$ cat src/sv/srpq_pkg.sv
package srpq_pkg;

	// Operation codes carried on the op field.
	localparam logic [1:0] OP_POP         = 2'd0;
	localparam logic [1:0] OP_PUSH_SORTED = 2'd1;
	localparam logic [1:0] OP_PUSH_TAIL   = 2'd2;

	// Status codes returned with every result.
	localparam logic [1:0] ST_OK    = 2'd0;
	localparam logic [1:0] ST_FULL  = 2'd1;
	localparam logic [1:0] ST_EMPTY = 2'd2;

	// What a cell loads at the next clock edge.
	typedef enum logic [1:0] {
		CELL_HOLD      = 2'd0,
		CELL_LOAD      = 2'd1,
		CELL_FROM_PREV = 2'd2,
		CELL_FROM_NEXT = 2'd3
	} cell_mode_t;

endpackage

$ cat src/sv/srpq_cell.sv
module srpq_cell #(
	parameter int ITEM_BITS = 16,
	parameter int KEY_BITS  = 32
) (
	input  logic                   clk,
	input  srpq_pkg::cell_mode_t   mode,
	input  logic                   occupied,
	input  logic [ITEM_BITS-1:0]   new_item,
	input  logic [KEY_BITS-1:0]    new_key,
	input  logic [ITEM_BITS-1:0]   prev_item,
	input  logic [KEY_BITS-1:0]    prev_key,
	input  logic [ITEM_BITS-1:0]   next_item,
	input  logic [KEY_BITS-1:0]    next_key,
	output logic                   greater,
	output logic [ITEM_BITS-1:0]   cur_item,
	output logic [KEY_BITS-1:0]    cur_key
);

	logic [ITEM_BITS-1:0] item_q;
	logic [KEY_BITS-1:0]  key_q;

	// An occupied cell whose key is above the new key is a candidate insertion point.
	assign greater  = occupied && (key_q > new_key);
	assign cur_item = item_q;
	assign cur_key  = key_q;

	// The entry holds, takes the new entry, or moves one place along the row.
	always_ff @(posedge clk) begin
		case (mode)
			srpq_pkg::CELL_LOAD: begin
				item_q <= new_item;
				key_q  <= new_key;
			end
			srpq_pkg::CELL_FROM_PREV: begin
				item_q <= prev_item;
				key_q  <= prev_key;
			end
			srpq_pkg::CELL_FROM_NEXT: begin
				item_q <= next_item;
				key_q  <= next_key;
			end
			default: begin
				item_q <= item_q;
				key_q  <= key_q;
			end
		endcase
	end

endmodule

$ cat config.mk
export PLATFORM = sky130hd
export DESIGN_NAME = srpq_cell
export DESIGN_NICKNAME = d
export VERILOG_FILES = /design/src/sv/srpq_pkg.sv /design/src/sv/srpq_cell.sv
export SDC_FILE = /design/constraint.sdc
export NUM_CORES = 1
export LEC_CHECK = 0
export BUFFER_PORTS_ARGS = -buffer_cell sky130_fd_sc_hd__buf_2
export CORE_MARGIN = 5
export CORE_UTILIZATION = 30
export DETAILED_ROUTE_END_ITERATION = 8
export RECOVER_POWER = 100
export SETUP_SLACK_MARGIN = 0.5
export SYNTH_ARGS = -nofsm -noshare
export SYNTH_HDL_FRONTEND = slang
export SYNTH_SLANG_ARGS = --single-unit
$ cat constraint.sdc
create_clock -name clk -period 5.3 [get_ports clk]
set_input_delay 1.06 -clock clk [delete_from_list [all_inputs] [get_ports clk]]
set_output_delay 1.06 -clock clk [all_outputs]
set_load 0.005 [all_outputs]
---- Word-level counts from Yosys, hierarchy flattened ----
Cells that the tools add are included.
storage, ports and cells
  register bits after elaboration ......... 48
  bits in latches ......................... 0
  memory bits (read-only) ................. 0
  memories ................................ 0
  input port bits ......................... 148
  memory bits (writable) .................. 0
  output and inout bits ................... 49
  logic and storage cells ................. 10
cells by class
  div/mod/pow operators ................... 0
  mux-type cells .......................... 2
  equal/unequal tests ..................... 3
  $lt $le $gt $ge ......................... 1
  shifts and indexed selects .............. 0
  $mul .................................... 0
  add/sub/neg operators ................... 0
  bitwise gates (word level) .............. 0
  reductions and logical operators ........ 2
operators by type and width
  kind                                                                    count
  32-bit one-hot mux with 3 select lines                                  1
  16-bit one-hot mux with 3 select lines                                  1
  32-bit > comparator                                                     1
  2-bit equality test (second input constant)                             2
  3-bit nonzero test                                                      1
  2-bit by 1-bit equality test with 1-bit output (second input constant)  1
  1-bit logical AND                                                       1

---- Longest topological paths before layout ----
Gate-level depths: netlist of run 1.
  word-level depth ........................ 2
  mapped depth ............................ 7
  depth with buffers taken out ............ 7

---- Least setup slack after synthesis of run 1 ----
OpenSTA, ideal clock, no wires.
  kind .................................... input-to-output
  from .................................... input port new_key[14]
  to ...................................... output port greater
  required time ........................... 4240 ps
  arrival time ............................ 2278 ps
  buffers on the path ..................... 0
  stages .................................. 7
  setup slack ............................. 1962 ps
  cell sequence ........................... inv_1 ha_1 a21oi_1 nand2_1 a221o_1 o311ai_1 a21oi_1
between the ends
  cells in the longest elaborated chain, start to end .. 2
ends and longest elaborated chain
  what                 RTL line         RTL
  start, declared      srpq_cell.sv:9   input logic [KEY_BITS-1:0] new_key,
  32-bit > comparator  srpq_cell.sv:23  assign greater = occupied && (key_q > new_key);
  1-bit logical AND    srpq_cell.sv:23
  end, declared        srpq_cell.sv:14  output logic greater,
No other way between the ends.

---- Worst setup path after layout of run 1 ----
  from .................................... input port mode[1]
  to ...................................... register key_q[31] (netlist: cur_key[31]), enable pin
between the ends
  cells in the longest elaborated chain, start to end .. 2
  elaborated cells between the ends (all ways) .. 4
  classes of those cells .................. eq/ne (3); reduce/logical (1)
ends and longest elaborated chain
  what                                                                                   RTL line         RTL
  start, declared                                                                        srpq_cell.sv:6   input srpq_pkg::cell_mode_t mode,
  2-bit equality test or 2-bit by 1-bit equality test with 1-bit output (tied branches)  srpq_cell.sv:29  case (mode)
  3-bit nonzero test (no source line) (*)                                                --
  end signal, assigned                                                                   srpq_cell.sv:32  key_q <= new_key;
  end signal, assigned                                                                   srpq_cell.sv:36  key_q <= prev_key;
  end signal, assigned                                                                   srpq_cell.sv:40  key_q <= next_key;
  end, declared                                                                          srpq_cell.sv:20  logic [KEY_BITS-1:0] key_q;
Every way passes the cells marked *; elsewhere a longest branch is shown, timed or not.
A chain may end at the register's enable or synchronous reset.

==> results.yml, run 1 <==
place:
  dp_hpwl_um: 7394
  placed_cell_area_um2: 4320
  io_buffers: 196
  gp_congestion: 0.8199
power_and_ir_drop:
  p_int_uw: 690.5
  netSwitchingFraction: 0.2908
  power_frac_seq: 0.505
  leakage_nw: 2.151
  clockPowerShare: 0.225
  p_per_area_nw_per_um2: 223.5
  ir_worst_vdd_mv: 0.09676
  combPwrFrac: 0.269
  power_switching_uw: 283.1
clocking:
  ctsRootBufferMaster: "clkbuf_8"
  clock_path_buffers: 2
  cts_resized: 0
  clock_sinks: 48
  htree_levels: 2
  post_cts_buffers: 0
  cts_buffers: 5
  cts_tree: "done"
  cts_hold_buf: 0
  clk_pin_slew_ps: 100
floorplanning:
  rows: 37
  fp.coreArea_um2: 10420
  fp.dieH_um: 113.7
  die_w_um: 113.7
  fp.dieArea_um2: 12920
  pin_count: 197
  start_util: 0.3094
logic_synthesis:
  ys_ff_latch: 48
  synth-edff-count: 48
  synth_warnings: 0
  ys.flop_type: "edfxtp_1"
  netlist_area_um2: 3223
  yosys-top-cells-area: "edfxtp_1 45%, mux2i_1 15%, ha_1 12%"
  syn_nets: 503
  synthCells: 323
  synth_top_cell_by_area: "edfxtp_1"
  synth_top_area_share: 0.4472
  syn_area_per_cell_um2: 9.979
  synth_cell_types: 23
  async_flop_share: 0
  synth-seq-area-share: 0.4472
route:
  drc: 0
  drtIter0Drc: 108
  wl_per_cell_um: 14.02
  routed_wl_um: 9111
  final_antenna_net_count: 0
  vias: 2959
  first_pass_iters: 4
  via_per_inst: 4.552
setup_path:
  cp_max_fo: 50
  worstPathArrival_ps: 3760
  cp-start-kind: "input port"
  critPathKind: "input port to flop"
  end_kind: "flop"
  cp.required_ps: 5210
final_layout:
  final_core_util: 0.4183
  final_area_um2: 4357
  seqCellArea_um2: 1441
  n_fill_cell: 1091
  multiInputGateArea_um2: 1585
  syn_to_final_growth_pct: 35.17
  layout-drive-gt1-share: 0.3275
  final_nets: 692
sta:
  hold_slack_ps: 1065
  layout_min_cycle_time_ps: 3850
  worstMarginPinSlew_ps: 2033
  final_max_slew_viol_count: 51
  tns_ps: 0
  final.period_utilization: 0.7263
  timing_hold_violations_final: 0
  setup_viol: 0
  max-slew-margin-rel: -0.3554
  fmax_ghz: 0.2598
  rsz0062_at_grt: "false"
status:
  violations: "max-capacitance violations, max-slew violations"
  status: "complete, but fails checks"
global_routing:
  grt-ovfl-total: 0
  grt_pass1_wl_um: 14480
  grt_pass1_vias: 3130
  grt.total_usage: 0.1370
  antenna_found_initial: 0
  grt_max_degree: 51
job:
  maxCapViolCount: 1
worst_hold_path:
  hp-class: "input port to flop"
[cell type report]
| cell class | count | share of cell area |
|---|---|---|
| timing repair buffer | 199 | 0.2188 |
| clock inverter | 2 | 0.002585 |
| inverter | 32 | 0.02757 |
| sequential | 48 | 0.3308 |
| multi-input combinational | 226 | 0.3639 |
| antenna | 1 | 0.0005744 |
| tap | 136 | 0.03906 |
| clock buffer | 6 | 0.01666 |
[placed cells by master, fill, tap and decap left out, drive strengths merged]
| master | netlist | final |
|---|---|---|
| nor2b | 1 | 1 |
| nor4 | 1 | 1 |
| diode | 0 | 1 |
| nor3 | 2 | 2 |
| o211ai | 1 | 1 |
| a211oi | 1 | 1 |
| clkinv | 0 | 1 |
| inv | 32 | 32 |
| clkbuf | 11 | 44 |
| a21oi | 61 | 61 |
| edfxtp | 48 | 48 |
| nor2 | 50 | 50 |
| or2 | 1 | 1 |
| o21ai | 2 | 2 |
| nand3 | 6 | 6 |
| a221o | 2 | 2 |
| o311ai | 1 | 1 |
| buf | 6 | 161 |
| ha | 32 | 32 |
| nand4 | 7 | 7 |
| a2111oi | 1 | 1 |
| clkinvlp | 0 | 1 |
| a21o | 3 | 3 |
| nand2 | 6 | 6 |
| mux2i | 48 | 48 |
[per-stage QoR]
step                      total power, mW  worst slack [ps]  std cells
after floorplan                    0.6368              1962        323
after global placement             0.7690              1607        641
after detailed placement           0.7765              1612        641
after CTS                           1.000              1607        649
after global routing                1.044              1133        649
final                              0.9736              1450        650
[registers in the layout, indices dropped and copies added, names as in the netlist]
signal,flops
cur_key,32
cur_item,16
[power groups by stage]
stage | Clock [mW] | Sequential (mW) | Combinational (mW)
final | 0.219 | 0.492 | 0.262
after global routing | 0.242 | 0.498 | 0.305
after CTS | 0.231 | 0.491 | 0.278
after detailed placement | 0 | 0.500 | 0.277
after global placement | 0 | 0.498 | 0.271
after floorplan | 0 | 0.504 | 0.133
[critical path: stages]
cell and delay [ps]:
clkbuf_1 1420, or2_2 290, clkbuf_2 940
[metal layers]
metal / track usage / up-vias / share of wire
met4: 0.02404 / 0 / 0.0053
met1: 0.1595 / 1303 / 0.40
met5: 0 / - / 0
met3: 0.04403 / 5 / 0.094
li1: - / 1544 / -
met2: 0.2481 / 107 / 0.50
[cell usage after synthesis, types with 3 or more instances]
| cell | n |
|---|---|
| nor2_1 | 50 |
| mux2i_1 | 48 |
| ha_1 | 32 |
| clkbuf_1 | 11 |
| nand4_1 | 7 |
| a21o_1 | 3 |
| a21oi_1 | 61 |
| edfxtp_1 | 48 |
| nand2_1 | 6 |
| buf_2 | 4 |
| inv_1 | 32 |
| nand3_1 | 6 |
[final timing paths]
path | startpoint | end | depth (start not counted)
setup / recovery | mode[1] | cur_key[31] | 3
hold / removal | new_item[2] | cur_item[2] | 3
[cell families after synthesis]
kind of cell | after synthesis | synth area share
buffers and inverters | 49 | 0.06095
flip-flops | 48 | 0.4472
adder cells (fa/ha/maj) | 32 | 0.1242
AO/OA/AOI/OAI | 72 | 0.1215
AND/OR/NAND/NOR | 74 | 0.09705
multiplexers | 48 | 0.1491
Power figures use the tool's default switching activity.
==> run 2: changes to the inputs <==
==> constraint.sdc (replaced) <==
create_clock -name clk -period 3.5 [get_ports clk]
set_input_delay 0.7 -clock clk [delete_from_list [all_inputs] [get_ports clk]]
set_output_delay 0.7 -clock clk [all_outputs]
set_load 0.005 [all_outputs]
==> run 2 against run 1 <==
Compared with the run above:
- the flow still finishes with violations (max-capacitance violations, max-slew violations)
- clock power rose by 82%
- highest routed layer unchanged
- power rose by 59%
- final area rose by 1.4%
- largest cell class unchanged
- via count rose by 1.3%
- final cell count did not move
- count of clock-buffer cells in the layout fell by 1
- critical path depth did not move
- setup slack got worse by 940 ps
- critical endpoint is now cur_key[10]
- die area did not move
==> results.yml, run 2 (same netlist as run 1, synthesis figures left out) <==
setup_path:
  critPathKind: "input port to flop"
  path_cells: "clkbuf_1, or2_0, clkbuf_2"
  crit_buf_inv: 2
  cp_max_fo: 27
  cp.required_ps: 3440
  slowest_stage: "or2_0"
  critPathMaxStageDelay_ps: 1330
  worstPathArrival_ps: 2930
  cp_top_family: "simple AND/OR/NAND/NOR gates"
  end_kind: "flop"
  cp-start-kind: "input port"
route:
  first_pass_iters: 4
  vias: 2998
  via_per_inst: 4.612
  final_antenna_net_count: 0
  wl_per_cell_um: 14.34
  routed_wl_um: 9321
  drc: 0
  drtIter0Drc: 79
clocking:
  clock_path_buffers: 2
  cts_tree: "done"
  htree_levels: 2
  cts_buffers: 5
  cts_hold_buf: 0
  ctsRootBufferMaster: "clkbuf_8"
  clock_sinks: 48
  clk_pin_slew_ps: 90
status:
  status: "complete, but fails checks"
  violations: "max-capacitance violations, max-slew violations"
power_and_ir_drop:
  power_mw: 1.551
  combPwrFrac: 0.261
  ir_worst_vdd_mv: 0.1617
  power_frac_seq: 0.482
  netSwitchingFraction: 0.2791
  clockPowerShare: 0.257
  p_int_mw: 1.118
  power_switching_uw: 432.9
  p_per_area_nw_per_um2: 351.1
  leakage_nw: 2.183
sta:
  rsz0062_at_grt: "false"
  timing_hold_violations_final: 0
  worstMarginPinSlew_ps: 1809
  setup_ws_ps: 509.8
  final_max_slew_viol_count: 120
  max-slew-margin-rel: -0.2060
  fmax_ghz: 0.3344
  final.period_utilization: 0.8543
  layout_min_cycle_time_ps: 2990
  tns_ps: 0
  setup_viol: 0
global_routing:
  grt-ovfl-total: 0
  grt_max_degree: 97
  grt_pass1_wl_um: 14450
  antenna_found_initial: 0
  grt.total_usage: 0.1362
  grt_pass1_vias: 3087
floorplanning:
  die_w_um: 113.7
  pin_count: 197
  fp.dieArea_um2: 12920
  start_util: 0.3094
  fp.coreArea_um2: 10420
  fp.dieH_um: 113.7
  rows: 37
place:
  dp_hpwl_um: 7629
  io_buffers: 196
  dp_slack_ps: 477.6
  gp_congestion: 0.8131
final_layout:
  diodes: 0
  final_common_cell: "buf_2"
  mostFrequentLayoutCells: "157 x buf_2, 60 x a21oi_1, 50 x nor2_1, 48 x mux2i_1, 48 x edfxtp_1"
  layout-drive-gt1-share: 0.3346
  largest_reg_flops: 32
  final_nets: 693
  syn_to_final_growth_pct: 37.07
  n_fill_cell: 1073
job:
  maxCapViolCount: 2
worst_hold_path:
  hp-class: "input port to flop"
[run 2: cell count changes in the layout (fill, tap and decap cells not counted), sizes merged]
cell / change
clkbuf: +2
clkinvlp: -1
clkinv: +1
diode: -1
buf: -2
bufinv: +1
[run 2: per-stage QoR]
stage	utilization	hold WS, ps	cells	area, um^2
2_1_floorplan	-	925.6	323	3223
3_3_place_gp	0.4167	1019	642	4340
3_5_place_dp	0.4167	1025	642	4340
4_1_cts	0.4274	708.4	650	4452
5_1_grt	0.4241	722.9	650	4418
6_report	0.4241	723.8	650	4418
[run 2: repair_timing]
| item | in CTS | in global routing |
|---|---|---|
| gates cloned | 0 | 0 |
| setup endpoints to repair | 1 | 1 |
| resized for setup | 1 | 7 |
| buffers inserted | 0 | 0 |
| pin swaps | 0 | 6 |
[run 2: power by group through the flow]
stage	combinational [mW]	sequential, mW	clock, mW
global route	0.464	0.756	0.438
global placement	0.413	0.754	0
CTS	0.423	0.746	0.418
detailed placement	0.421	0.759	0
finish	0.405	0.747	0.398
floorplan	0.202	0.762	0
[run 2: layout make-up]
cell class | instances | area (um^2) | area share
sequential | 48 | 1441 | 0.3263
inverter | 32 | 120.1 | 0.02719
multi-input combinational | 226 | 1623 | 0.3673
clock buffer | 5 | 68.82 | 0.01558
timing repair buffer | 200 | 957.2 | 0.2167
tap | 136 | 170.2 | 0.03852
clock inverter | 3 | 37.54 | 0.008496
[run 2: per-layer routing]
metal / vias to the layer above / wire [um] / global-route usage
li1: 1547 / - / -
met1: 1332 / 3797 / 0.1635
met2: 110 / 4610 / 0.2411
met3: 9 / 802 / 0.04085
met4: 0 / 112 / 0.02804
met5: - / 0 / 0
[run 2: final timing paths]
path	from	endpoint	slack, ps	depth (start not counted)
max	mode[0]	cur_key[10]	510	3
min	new_item[3]	cur_item[3]	720	3
[run 2: tightest hold or removal path: stages]
cell     delay [ps]
buf_2            80
nor2_1           30
a21oi_1         100
==> run 3: changes to the inputs <==
--- a/config.mk
+++ b/config.mk
@@ -10,6 +10,7 @@
 export CORE_UTILIZATION = 30
 export DETAILED_ROUTE_END_ITERATION = 8
 export RECOVER_POWER = 100
+export REMOVE_ABC_BUFFERS = 1
 export SETUP_SLACK_MARGIN = 0.5
 export SYNTH_ARGS = -nofsm -noshare
 export SYNTH_HDL_FRONTEND = slang
==> run 3 against run 2 <==
Compared with the run above:
- the run still ends with max-capacitance violations, max-slew violations left
- final area is 0.20% higher
- critical path depth is the same
- largest cell class unchanged
- power is 4.2% lower
- global-route usage about the same
- count of clock-buffer cells in the layout increased by 1
- sequential power about the same
- core utilization up 0.084 points
- setup slack better by 38 ps
- via count shrank 0.10%
- highest routed layer unchanged
- non-clock buffer count increased by 1
- largest power group unchanged
==> results.yml, run 3 (same netlist as run 1, synthesis figures left out) <==
status:
  status: "complete, but fails checks"
  violations: "max-capacitance violations, max-slew violations"
floorplanning:
  fp.dieArea_um2: 12920
  start_util: 0.3094
  fp.dieH_um: 113.7
  fp.coreArea_um2: 10420
  rows: 37
  die_w_um: 113.7
  pin_count: 197
setup_path:
  critPathMaxStageDelay_ps: 1250
  endpoint: "cur_key[10]"
  cp_top_family: "simple AND/OR/NAND/NOR gates"
  worstPathArrival_ps: 2890
  cp_max_fo: 27
  crit_buf_inv: 2
  cp-start-kind: "input port"
  cp.required_ps: 3440
  slowest_stage: "or2_0"
  end_kind: "flop"
  worstSetupStartpoint: "mode[0]"
  critPathKind: "input port to flop"
  critical_path_depth: 3
  path_cells: "clkbuf_1, or2_0, clkbuf_2"
global_routing:
  grt_pass1_vias: 2992
  grt_max_degree: 97
  grt-ovfl-total: 0
  antenna_found_initial: 0
  grt.total_usage: 0.1364
  grt_pass1_wl_um: 14250
route:
  first_pass_iters: 4
  final_antenna_net_count: 0
  wl_per_cell_um: 14.16
  drc: 0
  routed_wl_um: 9204
  vias: 2995
  drtIter0Drc: 110
  via_per_inst: 4.608
final_layout:
  final_common_cell: "buf_2"
  mostFrequentLayoutCells: "159 x buf_2, 61 x a21oi_1, 50 x nor2_1, 48 x mux2i_1, 48 x edfxtp_1"
  layout-drive-gt1-share: 0.3424
  final_nets: 694
  largest_reg_flops: 32
  syn_to_final_growth_pct: 37.34
  n_fill_cell: 1074
  diodes: 0
place:
  dp_hpwl_um: 7305
  io_buffers: 196
  gp_congestion: 0.7562
  dp_slack_ps: 469.7
clocking:
  clk_pin_slew_ps: 90
  clock_path_buffers: 2
  cts_tree: "done"
  ctsRootBufferMaster: "clkbuf_8"
  clock_sinks: 48
  cts_buffers: 5
  htree_levels: 2
job:
  maxCapViolCount: 2
sta:
  layout_min_cycle_time_ps: 2952
  tns_ps: 0
  worstMarginPinSlew_ps: 1674
  fmax_ghz: 0.3388
  timing_hold_violations_final: 0
  setup_ws_ps: 548.1
  rsz0062_at_grt: "false"
  final_max_slew_viol_count: 72
  final.period_utilization: 0.8434
  setup_viol: 0
  max-slew-margin-rel: -0.1158
power_and_ir_drop:
  netSwitchingFraction: 0.2926
  combPwrFrac: 0.278
  power_mw: 1.487
  p_int_mw: 1.052
  clockPowerShare: 0.220
  power_frac_seq: 0.502
  ir_worst_vdd_mv: 0.1423
  power_switching_uw: 435.0
  leakage_nw: 2.181
  p_per_area_nw_per_um2: 335.9
worst_hold_path:
  hp-class: "input port to flop"
  hold_path_depth: 3
-- run 3: changes by cell type in the layout (fill, tap and decap cells not counted), sizes merged --
cell | previous run | this run
buf | 159 | 163
clkbuf | 46 | 44
clkinv | 2 | 1
bufinv | 1 | 0
-- run 3: how the worst min path moves through the flow --
| stage | startpoint | endpoint | slack (ps) |
|---|---|---|---|
| global route | new_item[4] | cur_item[4] | 720 |
| CTS | new_item[4] | cur_item[4] | 690 |
| finish | new_item[4] | cur_item[4] | 710 |
| floorplan | mode[1] | cur_item[0] | 910 |
| detailed placement | new_item[4] | cur_item[4] | 1030 |
| global placement | new_item[5] | cur_item[5] | 1020 |
-- run 3: power by group through the flow --
| stage | combinational, mW | sequential (mW) | clock, mW |
|---|---|---|---|
| floorplan | 0.175 | 0.763 | 0 |
| global placement | 0.414 | 0.756 | 0 |
| detailed placement | 0.420 | 0.758 | 0 |
| CTS | 0.423 | 0.745 | 0.348 |
| global route | 0.475 | 0.756 | 0.371 |
| finish | 0.413 | 0.747 | 0.327 |
-- run 3: repair_timing --
action | 4_1_cts | 5_1_grt
pin swaps | 0 | 7
hold buffers | 0 | 0
setup endpoints to repair | 1 | 1
buffers inserted | 0 | 2
gates resized for setup | 1 | 8
gates cloned | 0 | 0
-- run 3: area by class of cell --
type / count / area, um^2 / share of cell area
clock inverter: 1 / 5.005 / 0.001131
timing repair buffer: 201 / 970.9 / 0.2193
inverter: 32 / 120.1 / 0.02713
clock buffer: 6 / 72.57 / 0.01639
multi-input combinational: 226 / 1647 / 0.3720
tap: 136 / 170.2 / 0.03844
sequential: 48 / 1441 / 0.3256
-- run 3: metrics by stage --
stage	std cells	utilization	area [um^2]	hold WS, ps
finish	650	0.4250	4427	706.9
global route	650	0.4250	4427	715.9
CTS	648	0.4241	4418	692.2
detailed placement	641	0.4162	4335	1027
global placement	641	0.4162	4335	1021
floorplan	306	-	3147	907.3
-- run 3: routing by layer --
layer | GRT usage | up-vias | wire length [um]
met5 | 0 | - | 0
met4 | 0.03365 | 0 | 87
met3 | 0.04509 | 5 | 856
met2 | 0.2360 | 116 | 4533
met1 | 0.1634 | 1325 | 3726
li1 | - | 1549 | -
